File: src/rtl/core/ogrm_isqrt.sv
// Iterative integer square root, two radicand bits per cycle.
module ogrm_isqrt (
  input  logic        clk,
  input  logic        rst,
  input  logic        start,
  input  logic [31:0] radicand,
  output logic        done,
  output logic [15:0] root
);

  logic [31:0] rem;
  logic [31:0] rt;
  logic [31:0] bitv;
  logic        run;
  logic [31:0] trial;

  assign trial = rt + bitv;
  assign root  = rt[15:0];

  always_ff @(posedge clk) begin
    if (rst) begin
      run  <= 1'b0;
      done <= 1'b0;
    end else begin
      done <= 1'b0;
      if (start) begin
        rem  <= radicand;
        rt   <= '0;
        bitv <= 32'h4000_0000;
        run  <= 1'b1;
      end else if (run) begin
        if (rem >= trial) begin
          rem <= rem - trial;
          rt  <= (rt >> 1) + bitv;
        end else begin
          rt <= rt >> 1;
        end
        bitv <= bitv >> 2;
        if (bitv == 32'd1) begin
          run  <= 1'b0;
          done <= 1'b1;
        end
      end
    end
  end

endmodule

File: config.mk
export PLATFORM = sky130hd
export DESIGN_NAME = ogrm_isqrt
export DESIGN_NICKNAME = d
export VERILOG_FILES = /design/src/rtl/core/ogrm_isqrt.sv
export SDC_FILE = /design/constraint.sdc
export NUM_CORES = 1
export LEC_CHECK = 0
export ABC_CLOCK_PERIOD_IN_PS = 8000
export BUFFER_PORTS_ARGS = -buffer_cell sky130_fd_sc_hd__buf_2
export CORE_MARGIN = 2
export CORE_UTILIZATION = 35
export DETAILED_ROUTE_END_ITERATION = 8
export PLACE_DENSITY = 0.6
export SYNTH_ARGS = -nofsm -noshare
export SYNTH_HDL_FRONTEND = slang
export SYNTH_SLANG_ARGS = --single-unit
File: constraint.sdc
create_clock -name clk -period 8 [get_ports clk]
set_clock_uncertainty 0.2 [all_clocks]
set_input_delay 1.2 -clock clk [delete_from_list [all_inputs] [get_ports clk]]
set_output_delay 1.2 -clock clk [all_outputs]
set_load 0.005 [all_outputs]
==> impl_metrics.tcl, run 1 <==
set metrics [dict create \
    coreArea_um2 20200 \
    multi_input_area_um2 4530 \
    grt_pass1_wl_um 29700 \
    synth_cell_types 69 \
    worst_pin_slew_ns 1.08 \
    switching_share_pct 41.7 \
    final_cell_mix "100 x nand2_1, 80 x edfxtp_1, 66 x ha_1" \
    crit_required_ns 7.77 \
    critPathArrivalTime_ns 5.55 \
    initial_core_util_pct 35.7 \
    nNetsFinal 930 \
    io_pins 52 \
    placed_area_um2 7640 \
    synthTopCellsByArea "edfxtp_1 33%, ha_1 11%, nand2_1 5.2%" \
    drtPass1Iterations 5 \
    worstHoldEndpoint "done" \
    fmax_mhz 173 \
    tns_ns 0 \
    crit_path_start_kind "flip-flop" \
    syn_area_um2 7230 \
    drc 0 \
    clk_pin_slew_ns 0.07 \
    postSynth.asyncResetShare_pct 0 \
    port_buffers 51 \
    leakage_nw 2.96 \
    cts_tree "done" \
    intPower_mw 1.15 \
    cts_resized 0 \
    num_rows 52 \
    grt_busiest_layer "met2" \
    final_antenna_net_count 0 \
    dieHeight_um 148 \
    worstReg2RegStart "rt[2]" \
    postCtsSetupBuffers 0 \
    syn2layout_area_growth_pct 9.52 \
    cts_inserted_buffers 9 \
    seq_area_um2 2440 \
    hp-start "run" \
    fp.dieW_um 148 \
    antenna_found_initial 0 \
    synth_warnings 0 \
    final_area_um2 7920 \
    seq_power_share_pct 31.2 \
    status "finished clean" \
    finalSetupViolCount 0 \
    synth_seq_cells 82 \
    end_kind "flip-flop" \
    min_period_ns 5.78 \
    wl_per_cell_um 16.7 \
    fin_total_pwr_mw 1.97 \
    p_comb_share_pct 48.4 \
    grt_use_met1_pct 23.0 \
    rsz0062_at_grt "no" \
    die-area_um2 21800 \
    p_per_area_nw_per_um2 249 \
    num-fill-cells 2085 \
    slew_viol_final 0 \
    clockRootBuffer "clkbuf_16" \
    grt_max_degree 67 \
    vias 6072 \
    final.period_utilization_pct 72.2 \
    rr_worst_depth 16 \
    regToRegEndpoint "rem[20]" \
    synth_top_cell_area_share_pct 33.2 \
    place_hpwl_um 13800 \
    synth.avg_cell_area_um2 8.98 \
    maxCapViolations 0 \
    switching_power_mw 0.821 \
    cts_sinks 82 \
    yosys.area.top_type "edfxtp_1" \
    overflow 0 \
    ir_drop_uv 145 \
    grt_pass1_vias 5776 \
    gr-usage-met3_pct 3.30 \
    post_drt_via_cell_ratio 5.50 \
    htree_levels 3 \
    antenna_cells 0 \
    min_delay_path_depth 1 \
    final_common_cell "nand2_1" \
    drive_above_1_share_pct 12.1 \
    ys_seq_area_share_pct 33.8 \
    hold_viol_final 0 \
    reg2reg_slack_ns 2.22 \
    p_clk_share_pct 20.4 \
    gp_congestion 0.865 \
    synth_edf_count 80 \
    max_slew_margin_pct 28.1 \
    cts_hold_buf 0 \
    wirelength_um 18400 \
    gr-usage-all-layers_pct 17.1 \
    synth-main-ff-cell "edfxtp_1" \
    hold_class "flip-flop to flip-flop" \
    netlist_instances 805 \
    first_iter_violations 337 \
    worstSetupPathType "flip-flop to flip-flop" \
    use_met2_pct 28.3 \
    crit_fanout 32 \
    clk_path_buf_depth 2 \
    insertion_delay_ns 0.36 \
    syn_nets 907 \
]
-- worst max path at each step --
stage | startpoint | end | depth (start not counted)
after detailed placement | rt[2] | rem[31] | 16
after CTS | rt[2] | rem[24] | 16
after global placement | rt[2] | rem[31] | 16
final | rt[2] | rem[20] | 16
after floorplan | rt[2] | rem[0] | 18
after global routing | rt[2] | rem[31] | 16
-- logic make-up (layout without fill, tap and decap cells) --
group | Yosys count | count (layout) | synth area share [%]
fa+ha+maj | 67 | 67 | 11.7
simple gates | 266 | 266 | 17.8
mux | 3 | 3 | 0.467
flops | 82 | 82 | 33.8
xor+xnor | 78 | 78 | 9.45
compound gates | 254 | 254 | 22.9
buf+inv | 55 | 83 | 3.93
-- cells in the mapped netlist, types with 13 or more instances --
master	n
nand2_1	100
buf_2	13
o21ai_0	64
nor2_1	61
inv_1	13
buf_4	16
xnor2_1	38
a31oi_1	23
a211oi_1	15
a21oi_1	59
xor2_1	40
nand4_1	19
nor2b_1	26
a21o_1	18
edfxtp_1	80
ha_1	66
-- power by group through the flow --
| stage | sequential [mW] | clock [mW] | combinational [mW] |
|---|---|---|---|
| 2_1_floorplan | 0.602 | 0 | 0.758 |
| 3_3_place_gp | 0.623 | 0 | 0.944 |
| 3_5_place_dp | 0.624 | 0 | 0.948 |
| 4_1_cts | 0.615 | 0.415 | 0.955 |
| 5_1_grt | 0.622 | 0.428 | 1.07 |
| 6_report | 0.615 | 0.403 | 0.954 |
-- state kept, by name, indices dropped and copies added (netlist names) --
name	count
rem	32
rt	32
bitv	16
done	1
run	1
-- per-layer routing --
layer  vias to the layer above  routed length (µm)
li1                       3040                   -
met1                      2892                8810
met2                       126                8590
met3                        14                 777
met4                         0                 216
met5                         -                   0
-- critical path, cell delays in order (launching register included) --
cell      delay (ns)
edfxtp_1        0.48
ha_1            0.37
a21oi_1         0.10
o21bai_1        0.18
a31oi_1         0.18
o31ai_2         0.44
a21oi_1         0.17
nor4_1          0.38
o31ai_1         0.12
xor2_1          0.16
ha_1            0.36
nand2_1         0.06
o21ai_0         0.42
a311oi_1        0.17
o22a_1          0.24
o31a_1          0.38
a21boi_4        0.93
-- final cells by class --
type,instances,share of cell area (%)
multi-input cells,668,57.2
flip-flops and latches,82,30.9
clock inverters,7,0.664
inverters,13,0.616
clock buffers,9,2.84
well taps,270,4.27
repair buffers,54,3.54
-- metrics by stage --
stage | cells | worst slack (ns) | hold WS [ns] | util (%)
2_1_floorplan | 805 | 1.13 | 0.264 | -
3_3_place_gp | 1087 | 2.34 | 0.272 | 37.8
3_5_place_dp | 1087 | 2.19 | 0.282 | 37.8
4_1_cts | 1103 | 2.17 | 0.298 | 39.1
5_1_grt | 1103 | 1.68 | 0.319 | 39.1
6_report | 1103 | 2.22 | 0.293 | 39.1
(Power assumes the default switching activity.)
==> run 2, diff against run 1 <==
Settings changed: ABC_AREA set to 1, ABC_CLOCK_PERIOD_IN_PS 8000 to 5050, PLACE_DENSITY 0.6 to 0.61.
Clock period 8 ns to 5.05 ns, I/O delays scaled along.
==> run 2 against run 1 <==
Hold slack improved by 0.016 ns; register-to-register slack got worse by 1.6 ns; die area increased by 27%; via count increased by 49%; critical path depth increased by 1; non-clock buffer count increased by 3; combinational power increased by 79%; fmax increased by 32%; worst setup slack got worse by 1.6 ns; final area increased by 26%; flip-flop and latch count unchanged; critical path type unchanged; largest cell class unchanged.
==> impl_metrics.tcl, run 2 <==
set metrics [dict create \
    status "finished clean" \
    final_antenna_net_count 0 \
    synth_cell_types 41 \
    yosys.area.top_type "edfxtp_1" \
    syn_nets 1563 \
    die-area_um2 27600 \
    min_period_ns 4.38 \
    insertion_delay_ns 0.36 \
    wl_per_cell_um 15.1 \
    synth_edf_count 80 \
    place_hpwl_um 22300 \
    rsz0062_at_grt "no" \
    p_per_area_nw_per_um2 338 \
    leakage_nw 5.21 \
    first_iter_violations 751 \
    clk_path_buf_depth 2 \
    hold_class "flip-flop to flip-flop" \
    syn2layout_area_growth_pct 8.69 \
    final.period_utilization_pct 86.7 \
    synth_common_cells "523 x nand2_1, 251 x inv_1, 127 x nand3_1" \
    end_kind "flip-flop" \
    synth_warnings 0 \
    grt_pass1_vias 8597 \
    post_drt_via_cell_ratio 4.96 \
    synth_seq_cells 82 \
    synth-main-ff-cell "edfxtp_1" \
    gr-usage-all-layers_pct 19.8 \
    drc 0 \
    worstSetupPathType "flip-flop to flip-flop" \
    postCtsSetupBuffers 0 \
    ys_seq_area_share_pct 26.5 \
    grt_pass1_wl_um 44000 \
    gp_congestion 0.960 \
    postSynth.asyncResetShare_pct 0 \
    fp.dieW_um 166 \
    cts_sinks 82 \
    grt_max_degree 58 \
    rr_worst_depth 17 \
    cts_hold_buf 0 \
    crit_path_start_kind "flip-flop" \
    htree_levels 3 \
    crit_fanout 32 \
    tns_ns 0 \
    drive_above_1_share_pct 7.16 \
    syn_area_um2 9200 \
    drtPass1Iterations 7 \
    antenna_cells 0 \
    min_delay_path_depth 2 \
    final_common_cell "nand2_1" \
    critPathArrivalTime_ns 4.23 \
    fin_total_pwr_mw 3.38 \
    clockRootBuffer "clkbuf_16" \
    cts_resized 0 \
    max_slew_margin_pct 56.5 \
    cts_tree "done" \
    netlist_instances 1461 \
    num_rows 59 \
    synth_top_cell_area_share_pct 26.1 \
    cts_inserted_buffers 9 \
    worst_pin_slew_ns 0.653 \
    dieHeight_um 166 \
    overflow 0 \
    num-fill-cells 2859 \
    clk_pin_slew_ns 0.08 \
    hold_viol_final 0 \
    synthTopCellsByArea "edfxtp_1 26%, nand2_1 21%, inv_1 10%" \
    synth.avg_cell_area_um2 6.30 \
    synth.most_common_cell "nand2_1" \
    io_pins 52 \
    ir_drop_uv 160 \
    port_buffers 51 \
    finalSetupViolCount 0 \
    fmax_mhz 228 \
    crit_required_ns 4.90 \
    top_regs "rem x32, rt x32, bitv x16" \
    final_cell_mix "523 x nand2_1, 251 x inv_1, 127 x nand3_1" \
    wirelength_um 27600 \
    initial_core_util_pct 35.5 \
    coreArea_um2 25900 \
    antenna_found_initial 0 \
    slew_viol_final 0 \
    maxCapViolations 0 \
    nNetsFinal 1592 \
    vias 9074 \
]
## run 2: routing by layer
metal | share of wire, % | wire length (µm) | GRT usage (%) | vias up
li1 | - | - | - | 4706
met1 | 46 | 12700 | 26.8 | 4077
met2 | 47 | 13000 | 33.2 | 240
met3 | 4.3 | 1180 | 1.64 | 51
met4 | 2.9 | 795 | 7.15 | 0
met5 | 0 | 0 | 0 | -
## run 2: final timing paths
| check | start | to | slack, ns |
|---|---|---|---|
| worst min register to register | run | done | 0.31 |
| worst max register to register | rt[10] | rem[16] | 0.67 |
| worst min-delay path | run | done | 0.31 |
| worst max-delay path | rt[10] | rem[16] | 0.67 |
## run 2: critical path: stages, from the launching register on
cell and delay, ns:
edfxtp_1 0.55, ha_1 0.43, nand2_1 0.15, o21ai_0 0.32, nand2_1 0.15, o21ai_0 0.25, a21oi_1 0.08, xor2_1 0.18
ha_1 0.39, nand2_1 0.11, nor2_1 0.23, nand2_1 0.11, nor2_1 0.19, nand2_4 0.19, nand3_4 0.11, nand2_1 0.06
inv_1 0.11, buf_12 0.20
## run 2: kinds of logic after synthesis
kind of cell	share of synthesized area (%)
and+or+nand+nor	38.8
adders and majority gates	9.19
AOI/OAI and AO/OA	8.12
buffers and inverters	13.1
xor gates and xnor gates	4.28
DFF	26.5
## run 2: through the flow
| stage | area, µm² | setup slack [ns] | hold slack [ns] | instances | util [%] |
|---|---|---|---|---|---|
| 6_report | 10000 | 0.670 | 0.309 | 1830 | 38.6 |
| 4_1_cts | 10000 | 0.661 | 0.303 | 1830 | 38.6 |
| 3_3_place_gp | 9700 | 0.684 | 0.293 | 1814 | 37.4 |
| 5_1_grt | 10000 | 0.266 | 0.369 | 1830 | 38.6 |
| 3_5_place_dp | 9700 | 0.698 | 0.293 | 1814 | 37.4 |
| 2_1_floorplan | 9200 | 0.335 | 0.221 | 1461 | - |
## run 2: cell type report
cell class	instances	area (µm²)	area share, %
well taps	335	419	4.19
repair buffers	57	313	3.13
flip-flops and latches	82	2440	24.4
clock inverters	7	80.1	0.801
inverters	254	953	9.53
clock buffers	9	225	2.25
multi-input cells	1086	5570	55.7
## run 2: power by group
group          switching, mW  leakage, nW  internal (mW)
logic                   1.12         4.27          0.591
registers              0.104        0.789          0.878
clock network          0.341        0.146          0.353
total                   1.56         5.21           1.82
==> run 3, diff against run 2 <==
Settings changed: ABC_CLOCK_PERIOD_IN_PS 5050 to 4300, CORE_MARGIN 2 to unset, PLACE_DENSITY 0.61 to 0.6.
Clock period 5.05 ns to 4.3 ns, I/O delays scaled along.
==> run 3 against run 2 <==
First-iteration DRC count rose by 16%; non-clock buffer count up 36; combinational power grew 26%; clock power is 29% higher; flip-flop and latch count is the same; register-to-register slack got worse by 0.41 ns; critical path type unchanged; largest power group unchanged; highest routed layer unchanged.
==> impl_metrics.tcl, run 3 (synthesized netlist as in run 2, its figures left out) <==
set metrics [dict create \
    crit_path_start_kind "flip-flop" \
    critPathArrivalTime_ns 3.94 \
    post_drt_via_cell_ratio 4.99 \
    cts_hold_buf 0 \
    hold_viol_final 0 \
    fmax_mhz 248 \
    htree_levels 3 \
    max_slew_margin_pct 53.9 \
    insertion_delay_ns 0.36 \
    status "finished clean" \
    final.period_utilization_pct 93.9 \
    final_area_um2 10300 \
    drtPass1Iterations 5 \
    first_iter_violations 872 \
    crit_top_cell "nand2_1" \
    worstSetupPathType "flip-flop to flip-flop" \
    nNetsFinal 1628 \
    drc 0 \
    grt_pass1_vias 8747 \
    fp.dieW_um 164 \
    num_rows 58 \
    critPathMaxStageDelay_ns 0.42 \
    p_per_area_nw_per_um2 404 \
    initial_core_util_pct 36.1 \
    placed_area_um2 9950 \
    vias 9289 \
    clk_path_buf_depth 2 \
    grt_max_degree 58 \
    final_antenna_net_count 0 \
    rsz0062_at_grt "yes" \
    cts_tree "done" \
    final_cell_mix "523 x nand2_1, 251 x inv_1, 127 x nand3_1" \
    finalSetupViolCount 0 \
    cts_inserted_buffers 9 \
    hold-worst-slack_ns 0.337 \
    ir_drop_uv 192 \
    cts_sinks 82 \
    syn2layout_area_growth_pct 11.9 \
    wirelength_um 29400 \
    port_buffers 51 \
    tns_ns 0 \
    die-area_um2 26900 \
    leakage_nw 5.39 \
    clockRootBuffer "clkbuf_16" \
    crit_fanout 32 \
    final_common_cell "nand2_1" \
    antenna_found_initial 0 \
    min_period_ns 4.04 \
    gp_congestion 0.942 \
    worst_pin_slew_ns 0.691 \
    worst_path_max_delay_cell "edfxtp_1" \
    wl_per_cell_um 15.8 \
    crit_required_ns 4.20 \
    gr-usage-all-layers_pct 22.8 \
    place_hpwl_um 23900 \
    coreArea_um2 25500 \
    antenna_cells 0 \
    dieHeight_um 164 \
    crit_chain "ha_1 -> nand3_1 -> nand3_1 -> nand2_1 -> o21bai_1 -> nand2_1 -> nand2_1 -> nand3_1 -> nand3_1 -> nand2_1 -> ha_1 -> inv_1 -> o21bai_1 -> a21boi_0 -> nand2_1 -> a21oi_4 -> nand2_4 -> nand3_1 -> nand2_1" \
    overflow 0 \
    end_kind "flip-flop" \
    io_pins 52 \
    maxCapViolations 0 \
    top_regs "rem x32, rt x32, bitv x16" \
    drive_above_1_share_pct 9.41 \
    slew_viol_final 0 \
    hold_class "flip-flop to flip-flop" \
    grt_pass1_wl_um 47000 \
    clk_pin_slew_ns 0.07 \
]
run 3: changes by cell type in the layout (fill, tap and decap cells not counted), sizes merged:
cell	change
buf	+36
bufinv	+2
inv	-2
clkinv	-1
clkinvlp	+1
run 3: final cells by class:
type,count,area [µm²]
clock inverter,7,101
timing repair buffer,93,587
fill,2765,15200
inverter,254,953
sequential,82,2440
tap,330,413
clock buffer,9,225
multi-input combinational,1086,5570
run 3: routing by layer:
metal	track usage (%)	vias to the layer above	share of wire (%)
met4	5.89	0	1.7
met2	36.5	274	45
met3	3.31	26	5.9
met5	0	-	0
met1	31.8	4217	47
li1	-	4772	-
run 3: final timing paths:
check | startpoint | end | slack, ns | cells past startpoint
setup reg to reg | bitv[2] | rt[26] | 0.26 | 19
setup / recovery | bitv[2] | rt[26] | 0.26 | 19
hold reg to reg | run | done | 0.34 | 2
hold / removal | run | done | 0.34 | 2
run 3: power breakdown:
group | switching, mW | total (mW) | internal, mW
clock | 0.376 | 0.892 | 0.515
combinational | 1.42 | 2.16 | 0.739
sequential | 0.0793 | 1.11 | 1.03
run 3: critical path: cells and delay by family, from the launching register on:
family / cells / cell delay [ns]
adders and majority gates: 2 / 0.67
and+or+nand+nor: 12 / 1.57
buffers and inverters: 1 / 0.11
DFF: 1 / 0.42
AOI/OAI and AO/OA: 4 / 0.77
run 3: through the flow:
step           util, %  worst slack (ns)  cells  power (mW)
6_report          40.4             0.264   1861        4.16
5_1_grt           40.4           -0.0201   1861        4.50
4_1_cts           40.4             0.179   1860        4.15
3_5_place_dp      39.1             0.203   1844        3.25
3_3_place_gp      39.1             0.182   1844        3.24
2_1_floorplan        -            0.0600   1461        2.68
run 3: what timing repair did:
| action | 4_1_cts | 5_1_grt |
|---|---|---|
| resized for setup | 0 | 5 |
| setup buffers | 0 | 1 |
| setup endpoints to repair | 0 | 64 |
