## config.mk

```make
export PLATFORM = sky130hd
export DESIGN_NAME = ogrm_div
export DESIGN_NICKNAME = d
export VERILOG_FILES = /design/src/rtl/core/ogrm_div.sv
export SDC_FILE = /design/constraint.sdc
export NUM_CORES = 1
export LEC_CHECK = 0
export ABC_AREA = 1
export BUFFER_PORTS_ARGS = -buffer_cell sky130_fd_sc_hd__buf_2
export CAP_MARGIN = 20
export CORE_MARGIN = 2
export CORE_UTILIZATION = 49
export DETAILED_ROUTE_END_ITERATION = 8
export PLACE_DENSITY = 0.74
export SYNTH_ARGS = -nofsm -noshare
export SYNTH_HDL_FRONTEND = slang
export SYNTH_SLANG_ARGS = --single-unit
export TNS_END_PERCENT = 1
```

## constraint.sdc

```tcl
create_clock -name clk -period 2.85 [get_ports clk]
set_input_delay 0.1425 -clock clk [delete_from_list [all_inputs] [get_ports clk]]
set_output_delay 0.1425 -clock clk [all_outputs]
set_load 0.05 [all_outputs]
```

## src/rtl/core/ogrm_div.sv

```systemverilog
// Restoring divider, one quotient bit per cycle.
module ogrm_div (
  input  logic        clk,
  input  logic        rst,
  input  logic        start,
  input  logic [21:0] dividend,
  input  logic [15:0] divisor,
  output logic        done,
  output logic [21:0] quo,
  output logic [15:0] rem
);

  logic [16:0] prem;
  logic [4:0]  cnt;
  logic        run;
  logic [16:0] sh;

  assign sh  = {prem[15:0], quo[21]};
  assign rem = prem[15:0];

  always_ff @(posedge clk) begin
    if (rst) begin
      run  <= 1'b0;
      done <= 1'b0;
    end else begin
      done <= 1'b0;
      if (start) begin
        prem <= '0;
        quo  <= dividend;
        cnt  <= '0;
        run  <= 1'b1;
      end else if (run) begin
        if (sh >= {1'b0, divisor}) begin
          prem <= sh - {1'b0, divisor};
          quo  <= {quo[20:0], 1'b1};
        end else begin
          prem <= sh;
          quo  <= {quo[20:0], 1'b0};
        end
        cnt <= cnt + 5'd1;
        if (cnt == 5'd21) begin
          run  <= 1'b0;
          done <= 1'b1;
        end
      end
    end
  end

endmodule

```

==> results.tsv, run 1 <==
stage	metric	value	unit
clock_tree	cts_buffers	5	
die	die_h	85.25	microns
placed_design	routabilityCongestion	0.9435	
pwr	p_leak	2.089	nW
cells_and_area	final_cell_mix	176 x nand2_1, 79 x buf_2, 72 x inv_1	
detailed_routing	vias_per_cell	4.922	
detailed_routing	routedWlPerCell	12.41	microns
placed_design	dp_hpwl	5828	microns
cells_and_area	diodes	0	
detailed_routing	vias	2968	
clock_tree	cts_hold_buf	0	
global_routing	grt_overflow	0	
detailed_routing	drc_errors	0	
cells_and_area	final_nets	585	
worst_setup_path	crit_arrival	2.39	ns
synthesis	netlist_instances	445	
clock_tree	postCtsSetupBuffers	0	
synthesis	ys.warnings.count	0	
die	core	6350	sq um
die	io_pins	80	
placed_design	portBuffers	79	
worst_setup_path	critPathLaunchType	flop	
die	dieWidth	85.25	microns
detailed_routing	postRouteAntennaNets	0	
clock_tree	cts_root_buf	clkbuf_8	
synthesis	synth_top_area_share	0.3992	
die	start_util	0.5094	
pwr	pwr_density_cell	519.1	nW/um^2
worst_hold_path	hold_path_class	in2reg	
synthesis	avgSynthCellArea	7.268	sq um
timing	rsz0062_at_grt	false	
synthesis	synth_area	3234	sq um
worst_setup_path	crit_path_end_kind	flop	
pwr	clkPwrFrac	0.222	
cells_and_area	multi_input_area	1560	sq um
timing	period_share	0.8196	
global_routing	grt_max_degree	39	
synthesis	synthTopCellsByArea	edfxtp_1 40%, nand2_1 20%, inv_1 8.4%, ha_1 7.0%, nor2_1 5.5%	
timing	fin_setup_tns	0	ns
detailed_routing	drtPass1Iterations	4	
run	drv_cap	0	
cells_and_area	num-fill-cells	597	
worst_hold_path	worstHoldStart	rst	
clock_tree	tritoncts	built	
cells_and_area	drive_gt1_frac	0.2148	
cells_and_area	seqCellArea	1331	sq um
clock_tree	clockBufferDepth	2	
worst_setup_path	r2r_start	prem[12]	
clock_tree	clk_latency	0.30	ns
pwr	p_comb_frac	0.358	
placed_design	placed_area	3702	sq um
pwr	ir_drop	0.2823	mV
timing	tightest_slew	0.3998	ns
pwr	p_int	0.001229	W
global_routing	antenna_found_initial	0	
synthesis	synth.distinct_cells	28	
cells_and_area	area_growth_syn_to_layout	17.60	%
worst_setup_path	required	2.90	ns
outcome	status	completed	
timing	max_freq	428.1	MHz
worst_setup_path	cp_max_fo	13	
die	die_area	7267	sq um
cells_and_area	fin_util	0.5990	
pwr	seqPwrFrac	0.420	
clock_tree	cts_sinks	45	
pwr	p_sw_frac	0.3775	
detailed_routing	routed_wl	7483	microns
timing	maxSlewHeadroom	0.7335	
timing	timing.final.crit_period	2.336	ns
synthesis	seq_area_frac_synth	0.4116	
worst_setup_path	crit_type	reg2reg	
global_routing	grt_pass1_vias	2858	
synthesis	yosys_register_bits	45	
synthesis	syn_nets	505	
global_routing	grt_use_total	0.2149	
clock_tree	h-tree-depth	2	
timing	finalHoldViolCount	0	
clock_tree	clkTransAtPathRegs	0.09	ns
timing	fin_skew	0.009083	ns
timing	slew_viol_final	0	
cells_and_area	final_cell_area	3804	sq um
pwr	p_sw	0.0007454	W
synthesis	netlist.top_cell.by_area	edfxtp_1	
die	num_rows	29	
worst_setup_path	startpoint	prem[12]	
cells_and_area	final_common_cell	nand2_1	
timing	setup_violations	0	
global_routing	grt_pass1_wl	12630	microns
detailed_routing	drtIter0Drc	180	
clock_tree	cts_resized	0	
## critical path: stages, from the launching register on
cell	delay, ns
edfxtp_1	0.44
ha_1	0.40
nand2_2	0.08
nor3_1	0.26
inv_1	0.08
nor2_1	0.12
nand2_2	0.17
nand2_4	0.21
inv_2	0.14
nor2_1	0.14
nor2_1	0.05
## sequential cells by signal (all words and copies together) (netlist names)
register  cells
cnt           5
run           1
quo          22
done          1
prem         16
## per-layer routing
layer  wire length (microns)  track usage  share of wire
met5                       0            0              0
met4                      74      0.04906         0.0099
met3                     508      0.04377          0.068
met2                    3465       0.3651           0.46
met1                    3434       0.2834           0.46
## Yosys cell counts
| master | instances |
|---|---|
| xor2_1 | 8 |
| nand2_2 | 7 |
| clkbuf_1 | 3 |
| inv_1 | 72 |
| ha_1 | 18 |
| nand3_1 | 17 |
| inv_2 | 3 |
| nor2_2 | 5 |
| or2_1 | 1 |
| dfxtp_1 | 2 |
| nor2_4 | 1 |
| nand2_1 | 176 |
| nand4_1 | 6 |
| and2_1 | 2 |
| nor4_1 | 1 |
| nand2_4 | 1 |
| o21a_1 | 1 |
| nand3b_1 | 8 |
| nor2_1 | 47 |
| a21oi_1 | 7 |
| buf_2 | 1 |
| edfxtp_1 | 43 |
| buf_6 | 4 |
| nand3_2 | 2 |
| fa_1 | 1 |
| o21ai_2 | 1 |
| buf_1 | 3 |
| nor3_1 | 4 |
## per-stage QoR
step / power [W] / cells / hold slack, ns / setup WS [ns]
2_1_floorplan: 0.001381 / 445 / 0.2196 / 0.6389
3_3_place_gp: 0.001534 / 595 / 0.3630 / 0.5876
3_5_place_dp: 0.001546 / 595 / 0.3640 / 0.5433
4_1_cts: 0.001983 / 603 / 0.04919 / 0.5214
5_1_grt: 0.002098 / 603 / 0.04156 / 0.3610
6_report: 0.001975 / 603 / 0.05636 / 0.5141
## worst paths after layout
check	endpoint	slack [ns]	cells after the start
setup reg to reg	prem[14]	0.51	10
hold reg to reg	done	0.52	2
setup / recovery	prem[14]	0.51	10
hold / removal	done	0.06	2
## logic make-up (layout without fill, tap and decap cells)
logic type	Yosys count	after routing	synth area share
DFF	45	45	0.4116
AOI/OAI and AO/OA	9	9	0.01586
buffers and inverters	86	167	0.1095
and+or+nand+nor	278	278	0.3656
adders and majority gates	19	19	0.07582
xor gates and xnor gates	8	8	0.02166
## cell type report
| cell class | instances | share of cell area |
|---|---|---|
| Clock buffer | 7 | 0.02533 |
| Clock inverter | 1 | 0.001316 |
| Inverter | 75 | 0.07401 |
| Multi-Input combinational cell | 314 | 0.4102 |
| Sequential cell | 45 | 0.3500 |
| Tap cell | 77 | 0.02533 |
| Timing Repair Buffer | 84 | 0.1138 |
## power by group through the flow
stage | clock network (W) | logic (W) | registers, W
after global routing | 0.000471 | 0.000790 | 0.000837
after detailed placement | 0 | 0.000702 | 0.000843
after CTS | 0.000447 | 0.000707 | 0.000830
after floorplan | 0 | 0.000396 | 0.000986
after global placement | 0 | 0.000692 | 0.000843
final | 0.000438 | 0.000707 | 0.000829
(Power assumes the default switching activity.)
==> run 2, diff against run 1 <==
==> constraint.sdc (replaced) <==
create_clock -name clk -period 1.98 [get_ports clk]
set_input_delay 0.099 -clock clk [delete_from_list [all_inputs] [get_ports clk]]
set_output_delay 0.099 -clock clk [all_outputs]
set_load 0.05 [all_outputs]
==> results.tsv, run 2 (synthesized netlist as in run 1, its figures left out) <==
stage	metric	value	unit
outcome	status	finished with violations	
outcome	violations	setup timing	
worst_setup_path	crit_chain	ha_4, nand2_1, nor2_2, nand3_1, nor2_4, nor2_4, nand2_4, buf_6, nand2_2, nand2_2, nor2_2	
detailed_routing	vias	3064	
clock_tree	tritoncts	built	
clock_tree	cts_root_buf	clkbuf_8	
worst_hold_path	min_path_cells	2	
timing	fin_setup_tns	-0.02837	ns
timing	fin_skew	0.007909	ns
die	num_rows	29	
clock_tree	cts_hold_buf	0	
clock_tree	h-tree-depth	2	
timing	slew_viol_final	0	
global_routing	antenna_found_initial	0	
placed_design	portBuffers	79	
timing	fin_hold_ws	0.01755	ns
clock_tree	clk_latency	0.30	ns
timing	maxSlewHeadroom	0.7976	
run	drv_cap	0	
cells_and_area	largest_reg_flops	22	
cells_and_area	drive_gt1_frac	0.3449	
worst_setup_path	critPathLaunchType	flop	
detailed_routing	drtIter0Drc	110	
worst_setup_path	slowest_stage	edfxtp_1	
detailed_routing	drtPass1Iterations	4	
timing	finalHoldViolCount	0	
timing	timing.final.crit_period	2.008	ns
pwr	p_sw_frac	0.3750	
timing	max_freq	498.0	MHz
global_routing	grt_overflow	0	
clock_tree	clockBufferDepth	2	
detailed_routing	drc_errors	0	
die	start_util	0.5094	
cells_and_area	reg.largest.list	quo: 22 flops, prem: 16 flops, cnt: 5 flops	
die	io_pins	80	
detailed_routing	routed_wl	7920	microns
cells_and_area	finalNonFillerCells	625	
placed_design	routabilityCongestion	0.8497	
global_routing	grt_pass1_vias	2945	
worst_setup_path	cp_max_fo	7	
die	core	6350	sq um
timing	setup_violations	2	
timing	fin_ws	-0.02801	ns
pwr	p_leak	2.243	nW
timing	period_share	1.014	
cells_and_area	fin_util	0.6790	
worst_hold_path	hold_path_class	in2reg	
global_routing	grt_use_total	0.2181	
placed_design	dp.cells	602	
cells_and_area	final_nets	607	
worst_setup_path	rr_worst_depth	11	
worst_setup_path	critical_path_depth	11	
global_routing	grt_pass1_wl	12880	microns
worst_setup_path	cpPeakStageDelay	0.49	ns
placed_design	dp_hpwl	5794	microns
cells_and_area	final_common_cell	nand2_1	
pwr	ir_drop	0.5176	mV
detailed_routing	routedWlPerCell	12.67	microns
timing	rsz0062_at_grt	true	
cells_and_area	diodes	0	
worst_setup_path	worst-path-buf-inv	1	
pwr	seqPwrFrac	0.379	
pwr	clkPwrFrac	0.229	
timing	tightest_slew	0.3036	ns
pwr	pwr_density_cell	736.0	nW/um^2
detailed_routing	vias_per_cell	4.902	
die	die_h	85.25	microns
worst_setup_path	crit_type	reg2reg	
pwr	p_sw	0.001190	W
cells_and_area	area_growth_syn_to_layout	33.31	%
worst_setup_path	rrSetupSlack	-0.03	ns
cells_and_area	largest-register	quo	
clock_tree	cts_sinks	45	
clock_tree	cts_buffers	5	
die	die_area	7267	sq um
pwr	p_total	0.003173	W
worst_setup_path	critPathTopFamily	simple AND/OR/NAND/NOR gates	
detailed_routing	postRouteAntennaNets	0	
pwr	p_comb_frac	0.393	
worst_setup_path	crit_arrival	2.07	ns
worst_setup_path	required	2.04	ns
die	dieWidth	85.25	microns
clock_tree	clkTransAtPathRegs	0.09	ns
worst_setup_path	crit_path_end_kind	flop	
global_routing	grt_max_degree	45	
cells_and_area	final_cell_mix	161 x nand2_1, 79 x buf_2, 63 x inv_1	
pwr	p_int	0.001983	W
run 2: changes by cell type in the layout (fill, tap and decap cells not counted), sizes merged:
| cell | previous run | this run |
|---|---|---|
| buf | 84 | 106 |
| clkbuf | 7 | 5 |
| bufinv | 0 | 1 |
| inv | 75 | 76 |
run 2: layout make-up:
cell class,count,area (sq um)
fill,526,2038
multi-input combinational,314,1866
sequential,45,1331
timing repair buffer,106,621.8
inverter,75,284.0
tap,77,96.34
clock buffer,5,68.82
clock inverter,3,43.79
run 2: worst paths after layout:
kind | from | to
setup reg to reg | prem[1] | prem[12]
hold / removal | rst | done
hold reg to reg | run | done
setup / recovery | prem[1] | prem[12]
run 2: per-layer routing:
metal,track usage,up-vias,part of all wire
met4,0.05483,0,0.015
met3,0.04475,11,0.059
met2,0.3693,96,0.48
li1,-,1571,-
met5,0,-,0
met1,0.2862,1386,0.45
run 2: metrics by stage:
stage,worst slack (ns),cell area [sq um]
after floorplan,-0.1198,3416
after global placement,0.02956,3945
after detailed placement,0.01353,3945
after CTS,0.001905,4058
after global routing,-0.1132,4312
final,-0.02801,4312
run 2: power by group through the flow:
stage | logic (W) | clock network, W | registers, W
after floorplan | 0.000623 | 0 | 0.00143
after global placement | 0.00108 | 0 | 0.00122
after detailed placement | 0.00110 | 0 | 0.00122
after CTS | 0.00111 | 0.000747 | 0.00120
after global routing | 0.00137 | 0.000780 | 0.00121
final | 0.00125 | 0.000727 | 0.00120
run 2: repair_timing:
item,CTS,global route
setup buffers,0,15
setup endpoints to repair,0,16
resized for setup,0,50
==> run 3, diff against run 2 <==
--- a/config.mk
+++ b/config.mk
@@ -12,6 +12,7 @@
 export CORE_UTILIZATION = 49
 export DETAILED_ROUTE_END_ITERATION = 8
 export PLACE_DENSITY = 0.74
+export SKIP_LAST_GASP = 1
 export SYNTH_ARGS = -nofsm -noshare
 export SYNTH_HDL_FRONTEND = slang
 export SYNTH_SLANG_ARGS = --single-unit
==> results.tsv, run 3 (synthesized netlist as in run 1, its figures left out) <==
stage	metric	value	unit
pwr	p_sw_frac	0.3742	
timing	setup_violations	1	
placed_design	routabilityCongestion	0.8497	
pwr	pwr_density_cell	736.4	nW/um^2
cells_and_area	final_common_cell	nand2_1	
worst_setup_path	worst-path-buf-inv	2	
timing	rsz0062_at_grt	true	
pwr	p_leak	2.242	nW
global_routing	grt_use_total	0.2181	
cells_and_area	fin_util	0.6755	
global_routing	grt_pass1_wl	12880	microns
timing	slew_viol_final	0	
worst_setup_path	rr_worst_depth	11	
worst_setup_path	required	2.04	ns
global_routing	antenna_found_initial	0	
worst_setup_path	cp_max_fo	7	
cells_and_area	area_growth_syn_to_layout	32.61	%
pwr	p_sw	0.001182	W
detailed_routing	routedWlPerCell	12.57	microns
worst_setup_path	cpPeakStageDelay	0.46	ns
die	num_rows	29	
worst_setup_path	crit_arrival	2.06	ns
worst_setup_path	critPathTopFamily	simple AND/OR/NAND/NOR gates	
clock_tree	h-tree-depth	2	
clock_tree	clockBufferDepth	2	
die	dieWidth	85.25	microns
clock_tree	tritoncts	built	
worst_setup_path	startpoint	prem[13]	
detailed_routing	drc_errors	0	
detailed_routing	drtIter0Drc	122	
clock_tree	cts_hold_buf	0	
pwr	ir_drop	0.5173	mV
die	die_area	7267	sq um
worst_setup_path	rrSetupSlack	-0.02	ns
timing	fin_ws	-0.01801	ns
clock_tree	cts_sinks	45	
die	io_pins	80	
placed_design	dp_slack	0.01353	ns
cells_and_area	final_nets	607	
cells_and_area	final_cell_mix	163 x nand2_1, 79 x buf_2, 63 x inv_1	
cells_and_area	diodes	0	
timing	finalHoldViolCount	0	
detailed_routing	vias	3079	
worst_setup_path	reg2reg_to	prem[12]	
clock_tree	clkTransAtPathRegs	0.09	ns
clock_tree	cts_buffers	5	
timing	tightest_slew	0.2965	ns
global_routing	grt_pass1_vias	2945	
timing	maxSlewHeadroom	0.8023	
placed_design	portBuffers	79	
die	start_util	0.5094	
worst_setup_path	crit_path_end_kind	flop	
worst_hold_path	hold_path_class	in2reg	
timing	period_share	1.009	
placed_design	dp_hpwl	5794	microns
global_routing	grt_max_degree	45	
die	die_h	85.25	microns
timing	timing.final.crit_period	1.998	ns
worst_setup_path	crit_chain	ha_4, inv_1, nor3_2, nand3_1, nor2_4, nor2_4, nand2_4, buf_6, nand2_2, nand2_2, nor2_2	
clock_tree	clk_latency	0.30	ns
cells_and_area	largest_reg_flops	22	
cells_and_area	largest-register	quo	
detailed_routing	postRouteAntennaNets	0	
pwr	seqPwrFrac	0.380	
worst_setup_path	critPathLaunchType	flop	
clock_tree	cts_root_buf	clkbuf_8	
run	drv_cap	0	
detailed_routing	drtPass1Iterations	4	
worst_hold_path	worstHoldStart	rst	
outcome	violations	setup timing	
worst_setup_path	r2r_start	prem[13]	
worst_setup_path	endpoint	prem[12]	
timing	max_freq	500.5	MHz
worst_setup_path	slowest_stage	edfxtp_1	
pwr	p_comb_frac	0.389	
global_routing	grt_overflow	0	
pwr	p_int	0.001977	W
pwr	p_total	0.003158	W
timing	fin_hold_ws	0.01844	ns
detailed_routing	routed_wl	7855	microns
cells_and_area	reg.largest.list	quo: 22 flops, prem: 16 flops, cnt: 5 flops	
timing	fin_skew	0.009104	ns
pwr	clkPwrFrac	0.230	
cells_and_area	drive_gt1_frac	0.3303	
worst_setup_path	crit_type	reg2reg	
worst_setup_path	critical_path_depth	11	
die	core	6350	sq um
timing	fin_setup_tns	-0.01801	ns
outcome	status	finished with violations	
detailed_routing	vias_per_cell	4.926	
==> run 3: how the worst min path moves through the flow <==
stage | to | slack, ns | depth (start not counted)
detailed placement | done | 0.33 | 2
global placement | done | 0.32 | 2
CTS | done | 0.007 | 2
finish | done | 0.02 | 2
floorplan | done | 0.18 | 1
global route | done | 0.003 | 2
==> run 3: layout make-up <==
cell class	count	area, sq um
Fill cell	532	2061
Clock inverter	3	43.79
Sequential cell	45	1331
Inverter	75	284.0
Multi-Input combinational cell	314	1843
Clock buffer	5	68.82
Timing Repair Buffer	106	621.8
Tap cell	77	96.34
==> run 3: power by group through the flow <==
stage / Clock (W) / Combinational [W] / Sequential [W]
6_report: 0.000728 / 0.00123 / 0.00120
5_1_grt: 0.000780 / 0.00135 / 0.00121
4_1_cts: 0.000747 / 0.00111 / 0.00120
3_5_place_dp: 0 / 0.00110 / 0.00122
3_3_place_gp: 0 / 0.00108 / 0.00122
2_1_floorplan: 0 / 0.000623 / 0.00143
==> run 3: worst reg2reg max path: stages, from the launching register on <==
cell      delay, ns
edfxtp_1       0.46
ha_4           0.32
inv_1          0.07
nor3_2         0.18
nand3_1        0.15
nor2_4         0.13
nor2_4         0.06
nand2_4        0.11
buf_6          0.13
nand2_2        0.06
nand2_2        0.06
nor2_2         0.04
==> run 3: layer usage <==
metal / track usage / wire [microns]
met5: 0 / 0
met4: 0.05483 / 85
met3: 0.04475 / 490
met2: 0.3693 / 3776
met1: 0.2862 / 3501
==> run 3: stage by stage <==
step / instances / instance area [sq um]
4_1_cts: 610 / 4058
6_report: 625 / 4289
3_5_place_dp: 602 / 3945
2_1_floorplan: 445 / 3416
5_1_grt: 625 / 4289
3_3_place_gp: 602 / 3945
==> run 3: what timing repair did <==
| item | CTS | global route |
|---|---|---|
| gates resized for setup | 0 | 42 |
| endpoints found under the setup margin | 0 | 16 |
| buffers inserted | 0 | 15 |
